`config.mk`:
```
export PLATFORM = sky130hd
export DESIGN_NAME = multicast_group_refcount_table_unit
export DESIGN_NICKNAME = d
export VERILOG_FILES = /design/src/design/mgrt_pkg.sv /design/src/design/multicast_group_refcount_table_unit.sv /design/src/design/mgrt_ctrl.sv /design/src/design/mgrt_dpath.sv
export SDC_FILE = /design/constraint.sdc
export NUM_CORES = 1
export LEC_CHECK = 0
export BUFFER_PORTS_ARGS = -buffer_cell sky130_fd_sc_hd__buf_2
export CAP_MARGIN = 40
export CORE_AREA = 2 2 403 405
export DETAILED_ROUTE_END_ITERATION = 6
export DIE_AREA = 0 0 405 407
export GPL_ROUTABILITY_DRIVEN = 0
export PLACE_DENSITY = 0.53
export SLEW_MARGIN = 30
export SYNTH_ARGS = -nofsm -noshare
export SYNTH_HDL_FRONTEND = slang
export SYNTH_SLANG_ARGS = --single-unit
```
`constraint.sdc`:
```
create_clock -name clk -period 5.3 [get_ports clk]
set_input_delay 0.265 -clock clk [delete_from_list [all_inputs] [get_ports clk]]
set_output_delay 0.265 -clock clk [all_outputs]
set_load 0.05 [all_outputs]
```
`src/design/mgrt_pkg.sv`:
```
// shared constants, codes and control types for the multicast group table
package mgrt_pkg;

  // table geometry
  localparam int TABLE_DEPTH = 16;
  localparam int COUNT_WIDTH = 32;
  localparam int IDX_W       = (TABLE_DEPTH > 1) ? $clog2(TABLE_DEPTH) : 1;

  // action codes, anything else behaves as a query
  localparam logic [1:0] ACT_JOIN  = 2'd0;
  localparam logic [1:0] ACT_DROP  = 2'd1;
  localparam logic [1:0] ACT_QUERY = 2'd2;

  // controller states
  typedef enum logic [2:0] {
    ST_IDLE   = 3'b001,
    ST_SCAN   = 3'b010,
    ST_UPDATE = 3'b100
  } state_t;

  // controller to datapath
  typedef struct packed {
    logic start;
    logic commit;
  } cmd_t;

  // datapath to controller
  typedef struct packed {
    logic scan_done;
    logic out_busy;
  } stat_t;

endpackage

```
`src/design/multicast_group_refcount_table_unit.sv`:
```
// top level of the multicast group reference count table
//
//  channel   signals                                     direction
//  in        in_valid/in_ready, action, group_addr,      request in
//            join_granted
//  out       out_valid/out_ready, ok, ref_count,          result out
//            join_request, leave_request, table_full
//
// each request is accepted, then scanned with one registered memory read per
// entry and one compare stage, then an update step. a new request is taken
// while the previous result still waits in the output register; the update
// then holds until that result is taken. reset clears the entry valid bits at
// once, no clearing pass.
module multicast_group_refcount_table_unit (
  input  logic        clk,
  input  logic        rst,
  input  logic        in_valid,
  output logic        in_ready,
  input  logic [1:0]  action,
  input  logic [31:0] group_addr,
  input  logic        join_granted,
  output logic        out_valid,
  input  logic        out_ready,
  output logic        ok,
  output logic [31:0] ref_count,
  output logic        join_request,
  output logic        leave_request,
  output logic        table_full
);

  mgrt_pkg::cmd_t  cmd;
  mgrt_pkg::stat_t stat;

  // sequencing
  mgrt_ctrl u_ctrl (
    .clk      (clk),
    .rst      (rst),
    .in_valid (in_valid),
    .in_ready (in_ready),
    .stat     (stat),
    .cmd      (cmd)
  );

  // table and result
  mgrt_dpath u_dpath (
    .clk           (clk),
    .rst           (rst),
    .cmd           (cmd),
    .stat          (stat),
    .action        (action),
    .group_addr    (group_addr),
    .join_granted  (join_granted),
    .out_valid     (out_valid),
    .out_ready     (out_ready),
    .ok            (ok),
    .ref_count     (ref_count),
    .join_request  (join_request),
    .leave_request (leave_request),
    .table_full    (table_full)
  );

  // no result can appear the cycle after a request is taken
  a_no_early_result: assert property (@(posedge clk) disable iff (rst)
    (in_valid && in_ready) |=> !$rose(out_valid))
    else $error("result raised right after accept");

  // a full table never requests a join and never succeeds
  a_full_fails: assert property (@(posedge clk) disable iff (rst)
    (out_valid && table_full) |-> (!ok && !join_request && ref_count == 32'd0))
    else $error("table_full with inconsistent fields");

  // a leave request always reports a zero count
  a_leave_zero: assert property (@(posedge clk) disable iff (rst)
    (out_valid && leave_request) |-> (ok && ref_count == 32'd0 && !join_request))
    else $error("leave_request with nonzero count");

  // a granted first join stores count one
  a_join_one: assert property (@(posedge clk) disable iff (rst)
    (out_valid && join_request && ok) |-> (ref_count == 32'd1))
    else $error("granted join without count one");

endmodule

```
`src/design/mgrt_ctrl.sv`:
```
// controller: sequences accept, table scan and update of one request
module mgrt_ctrl (
  input  logic           clk,
  input  logic           rst,
  input  logic           in_valid,
  output logic           in_ready,
  input  mgrt_pkg::stat_t stat,
  output mgrt_pkg::cmd_t  cmd
);

  mgrt_pkg::state_t state, state_next;

  // handshake and commands
  assign in_ready   = (state == mgrt_pkg::ST_IDLE);
  assign cmd.start  = in_valid && in_ready;
  assign cmd.commit = (state == mgrt_pkg::ST_UPDATE) && !stat.out_busy;

  // next state
  always_comb begin
    state_next = state;
    case (state)
      mgrt_pkg::ST_IDLE: begin
        if (cmd.start) state_next = mgrt_pkg::ST_SCAN;
      end
      mgrt_pkg::ST_SCAN: begin
        if (stat.scan_done) state_next = mgrt_pkg::ST_UPDATE;
      end
      mgrt_pkg::ST_UPDATE: begin
        if (cmd.commit) state_next = mgrt_pkg::ST_IDLE;
      end
      default: begin
        state_next = mgrt_pkg::ST_IDLE;
      end
    endcase
  end

  // state register
  always_ff @(posedge clk) begin
    if (rst) begin
      state <= mgrt_pkg::ST_IDLE;
    end else begin
      state <= state_next;
    end
  end

endmodule

```
`src/design/mgrt_dpath.sv`:
```
// datapath: entry store, scan pipeline, update logic and result register
module mgrt_dpath (
  input  logic                   clk,
  input  logic                   rst,
  input  mgrt_pkg::cmd_t         cmd,
  output mgrt_pkg::stat_t        stat,
  input  logic [1:0]             action,
  input  logic [31:0]            group_addr,
  input  logic                   join_granted,
  output logic                   out_valid,
  input  logic                   out_ready,
  output logic                   ok,
  output logic [31:0]            ref_count,
  output logic                   join_request,
  output logic                   leave_request,
  output logic                   table_full
);

  localparam logic [mgrt_pkg::IDX_W-1:0] LAST_IDX =
    mgrt_pkg::IDX_W'(mgrt_pkg::TABLE_DEPTH - 1);
  localparam logic [mgrt_pkg::COUNT_WIDTH-1:0] COUNT_MAX = '1;
  localparam logic [mgrt_pkg::COUNT_WIDTH-1:0] COUNT_ONE =
    mgrt_pkg::COUNT_WIDTH'(1);

  // captured request
  logic [1:0]  act;
  logic [31:0] addr;
  logic        granted;

  // entry store
  logic [mgrt_pkg::TABLE_DEPTH-1:0] valid;
  logic [31:0]                      mem_group [mgrt_pkg::TABLE_DEPTH];
  logic [mgrt_pkg::COUNT_WIDTH-1:0] mem_count [mgrt_pkg::TABLE_DEPTH];
  logic [31:0]                      q_group;
  logic [mgrt_pkg::COUNT_WIDTH-1:0] q_count;

  // scan pipeline
  logic [mgrt_pkg::IDX_W-1:0] rd_idx, idx_q, found_idx, free_idx;
  logic                       issuing, pipe_v, found, have_free;
  logic [mgrt_pkg::COUNT_WIDTH-1:0] found_cnt;

  // update decisions
  logic                             we_group, we_count, set_v, clr_v;
  logic [mgrt_pkg::IDX_W-1:0]       widx;
  logic [mgrt_pkg::COUNT_WIDTH-1:0] wcnt, res_cnt;
  logic                             res_ok, res_jreq, res_lreq, res_full;

  assign stat.scan_done = pipe_v && (idx_q == LAST_IDX);
  assign stat.out_busy  = out_valid && !out_ready;

  // request capture
  always_ff @(posedge clk) begin
    if (cmd.start) begin
      act     <= action;
      addr    <= group_addr;
      granted <= join_granted;
    end
  end

  // read address sequencer and pipeline valid
  always_ff @(posedge clk) begin
    if (rst) begin
      rd_idx  <= '0;
      issuing <= 1'b0;
      pipe_v  <= 1'b0;
    end else if (cmd.start) begin
      rd_idx  <= '0;
      issuing <= 1'b1;
      pipe_v  <= 1'b0;
    end else begin
      pipe_v <= issuing;
      if (issuing) begin
        rd_idx <= mgrt_pkg::IDX_W'(rd_idx + 1'b1);
        if (rd_idx == LAST_IDX) issuing <= 1'b0;
      end
    end
  end

  // entry memory, registered read at the scan address
  always_ff @(posedge clk) begin
    if (we_group) mem_group[widx] <= addr;
    if (we_count) mem_count[widx] <= wcnt;
    q_group <= mem_group[rd_idx];
    q_count <= mem_count[rd_idx];
    idx_q   <= rd_idx;
  end

  // match and free-slot search, lowest index wins
  always_ff @(posedge clk) begin
    if (rst) begin
      found     <= 1'b0;
      have_free <= 1'b0;
    end else if (cmd.start) begin
      found     <= 1'b0;
      have_free <= 1'b0;
    end else if (pipe_v) begin
      if (valid[idx_q] && (q_group == addr) && !found) begin
        found     <= 1'b1;
        found_idx <= idx_q;
        found_cnt <= q_count;
      end
      if (!valid[idx_q] && !have_free) begin
        have_free <= 1'b1;
        free_idx  <= idx_q;
      end
    end
  end

  // update and result decision
  always_comb begin
    we_group = 1'b0;
    we_count = 1'b0;
    set_v    = 1'b0;
    clr_v    = 1'b0;
    widx     = found_idx;
    wcnt     = found_cnt;
    res_ok   = 1'b1;
    res_cnt  = '0;
    res_jreq = 1'b0;
    res_lreq = 1'b0;
    res_full = 1'b0;
    case (act)
      mgrt_pkg::ACT_JOIN: begin
        if (found) begin
          if (found_cnt != COUNT_MAX) begin
            wcnt     = mgrt_pkg::COUNT_WIDTH'(found_cnt + 1'b1);
            we_count = 1'b1;
          end else begin
            res_ok = 1'b0;
          end
          res_cnt = wcnt;
        end else if (!have_free) begin
          res_ok   = 1'b0;
          res_full = 1'b1;
        end else begin
          res_jreq = 1'b1;
          widx     = free_idx;
          wcnt     = COUNT_ONE;
          if (granted) begin
            we_group = 1'b1;
            we_count = 1'b1;
            set_v    = 1'b1;
            res_cnt  = COUNT_ONE;
          end else begin
            res_ok = 1'b0;
          end
        end
      end
      mgrt_pkg::ACT_DROP: begin
        if (found) begin
          if (found_cnt != '0) wcnt = mgrt_pkg::COUNT_WIDTH'(found_cnt - 1'b1);
          we_count = 1'b1;
          res_cnt  = wcnt;
          if (wcnt == '0) begin
            res_lreq = 1'b1;
            clr_v    = 1'b1;
          end
        end
      end
      default: begin
        if (found) res_cnt = found_cnt;
      end
    endcase
    if (!cmd.commit) begin
      we_group = 1'b0;
      we_count = 1'b0;
      set_v    = 1'b0;
      clr_v    = 1'b0;
    end
  end

  // valid bits, cleared at reset
  always_ff @(posedge clk) begin
    if (rst) begin
      valid <= '0;
    end else begin
      if (set_v) valid[widx] <= 1'b1;
      if (clr_v) valid[widx] <= 1'b0;
    end
  end

  // result register
  always_ff @(posedge clk) begin
    if (rst) begin
      out_valid <= 1'b0;
    end else if (cmd.commit) begin
      out_valid <= 1'b1;
    end else if (out_ready) begin
      out_valid <= 1'b0;
    end
  end

  always_ff @(posedge clk) begin
    if (cmd.commit) begin
      ok            <= res_ok;
      ref_count     <= 32'(res_cnt);
      join_request  <= res_jreq;
      leave_request <= res_lreq;
      table_full    <= res_full;
    end
  end

endmodule

```
==> results.yml <==
final_layout:
  nNetsFinal: 2598
  final_cell_mix: "edfxtp_1 (1135), mux4_2 (325), nand2_1 (121), clkbuf_16 (120), dfxtp_1 (92)"
  syn_to_final_growth_pct: 16.6
  drive_gt1_share_pct: 26.9
  mostFrequentLayoutCell: "edfxtp_1"
  final_cells: 4819
sta:
  period_share_pct: 84.7
  finalHoldViolations: 0
  setup_viol: 0
  worst_hold_slack_ps: 241
  grt_setup_unrepaired: "no"
  relSlewSlack_pct: 45.2
  setup_slack_ps: 809
  worst_slew_pin_slew_ps: 814
  period_needed_ps: 4490
  final-max-slew-violation-count: 0
  fmax_ghz: 0.223
  skew_ps: 24.0
  tns_ps: 0
clock_network:
  clk_latency_ps: 730
  postCtsSetupBuffers: 0
  cts.repair.resized: 0
  cts.sinks: 1231
  cts_root_buf: "clkbuf_16"
  htree_levels: 3
  numCtsBuffers: 119
  cts-hold-fix-buffers: 38
  cts_tree: "yes"
  max-clock-path-buffers: 3
  path_clk_slew_ps: 60
synthesis:
  netlist_instances: 2377
  yosys.area.top_type: "edfxtp_1"
  yosysSeqAreaShare_pct: 75.2
  synthArstFlopShare_pct: 0
  synth_top_cell_area_share_pct: 71.1
  syn_area_mm2: 0.0479
  synth_ff_type: "edfxtp_1"
  syn-num-nets: 2420
  yosys_warnings: 0
  ys_ff_latch: 1231
  avgSynthCellArea_um2: 20.2
  synth_edf_count: 1135
  synth_cell_type_count: 70
  netlist_top_cells_area: "edfxtp_1 (71%), mux4_2 (15%), dfxtp_1 (4.0%)"
grt:
  antenna_found_initial: 5
  grt_max_degree: 74
  track_usage_pct: 14.3
  grt_overflow_total: 0
  grt_pass1_vias: 24700
  grt_pass1_wl_um: 173000
die:
  dieArea_mm2: 0.165
  die_height_um: 407
  fp.dieW_um: 405
  io_pins: 77
  core_area_mm2: 0.160
  start_util_pct: 29.9
  rows: 147
routing:
  vias: 24100
  wl_um: 118000
  postRouteAntennaNets: 0
  wl_per_cell_um: 24.5
  drt-pass1-iter-count: 6
  drt_iter0_markers: 2525
  vias_per_cell: 5.00
  drcViolationCount: 0
power:
  p_sw_share_pct: 20.1
  p_sw_uw: 3940
  power_frac_seq_pct: 54.5
  powerDensity_mw_per_mm2: 352
  combPwrFrac_pct: 2.8
  leakagePower_uw: 0.0171
  p_int_uw: 15700
  fin_total_pwr_uw: 19700
  ir_drop_mv: 0.285
  p_clk_share_pct: 42.8
setup_path:
  path_class: "reg -> reg"
  crit_chain: "inv_1 > ha_1 > nor4b_1 > nand4_1 > nor3_1 > nor4_1 > xor2_1 > nor3_1 > nand4_1 > o21a_1"
  cp-end-kind: "register"
  required_ps: 5910
  arrival_ps: 5100
  critPathSlowestCell: "nor3_1"
  cp-start-kind: "register"
  slowest_delay_ps: 690
  cp_max_fo: 16
status:
  status: "completed"
min_path:
  hp-class: "in -> reg"
placed_design:
  io_buffers: 76
  post-place-ws_ps: 1010
  place_inst: 4553
  dpl.hpwl_um: 70000
run:
  drv_cap: 0
## final cells by class
cell class	instances	area [µm²]
Tap cell	2160	2700
Antenna cell	1	2.50
Sequential cell	1231	36000
Timing Repair Buffer	196	1620
Fill cell	14800	104000
Inverter	13	48.8
Multi-Input combinational cell	994	11600
Clock inverter	53	573
Clock buffer	171	3310
## worst max-delay path: cells and delay by family, from the launching register on
kind,cells,cell delay [ps]
flip-flops,1,600
AND/OR/NAND/NOR,6,2760
adder cells (fa/ha/maj),1,200
buffers and inverters,1,220
AO/OA/AOI/OAI,1,400
XOR/XNOR,1,200
## metrics by stage
stage / cell area, µm² / utilization, %
CTS: 55800 / 34.8
global route: 55900 / 34.9
floorplan: 47900 / -
global placement: 51300 / 32.0
finish: 55900 / 34.9
detailed placement: 51600 / 32.2
## power by group through the flow
stage               sequential (µW)  clock (µW)  combinational (µW)
global route                  10700        8960                 587
CTS                           10700        8610                 561
floorplan                     10900           0                 388
global placement              10900           0                 513
detailed placement            10900           0                 537
finish                        10700        8420                 542
## sequential cells by signal (all words and copies together), names as in the netlist, 2 cells and up
signal and cells:
u_dpath.idx_q 4, u_dpath.mem_group 512, u_ctrl.state 3, u_dpath.q_group 32, u_dpath.ref_count 32, u_dpath.q_count 32, u_dpath.found_cnt 32, u_dpath.mem_count 512
u_dpath.found_idx 4, u_dpath.act 2, u_dpath.addr 32, u_dpath.valid 16, u_dpath.rd_idx 4, u_dpath.free_idx 4
## routing by layer
layer / GRT usage, % / up-vias / share of wire, % / routed length (µm)
met4: 3.35 / 2 / 2.2 / 2580
met1: 19.6 / 12900 / 44 / 51800
met3: 2.36 / 193 / 5.1 / 6000
li1: - / 10200 / - / -
met5: 0 / - / 0.011 / 13
met2: 23.6 / 762 / 49 / 57700
## synth_stat cells (4+ instances only)
cell type,count
xor2_1,33
o31ai_1,15
a21oi_1,34
a31oi_1,21
xnor2_1,28
or3_1,13
nor4_1,17
o21bai_1,6
mux2i_1,5
nand4_1,28
ha_1,4
clkbuf_1,104
nor2_1,96
o21a_1,13
and4_1,13
inv_1,13
or4_1,10
nor3b_1,7
nand2_1,121
a21boi_0,4
o22ai_1,8
buf_1,31
o21ai_0,29
edfxtp_1,1135
nor3_1,30
or2_2,5
dfxtp_1,96
a22o_1,5
nand3_1,26
a21o_1,9
mux4_2,325
and3_1,13
nand2b_1,7
o211ai_1,7
nand3b_1,8
and2_1,6
## path summary, 6_finish.rpt
path	from	endpoint	slack [ps]	depth (start not counted)
max	u_dpath.found_cnt[0]	u_dpath.valid[12]	810	10
min reg2reg	u_dpath.q_count[0]	u_dpath.found_cnt[0]	410	0
max reg2reg	u_dpath.found_cnt[0]	u_dpath.valid[12]	810	10
min	group_addr[8]	u_dpath.addr[8]	240	2
## cells by family after synthesis
| logic type | share of synthesized area (%) |
|---|---|
| simple gates | 4.35 |
| flops | 75.2 |
| mux | 15.4 |
| xor+xnor | 1.12 |
| compound gates | 2.64 |
| buf+inv | 1.23 |
| fa+ha+maj | 0.104 |
Power figures use the tool's default switching activity.
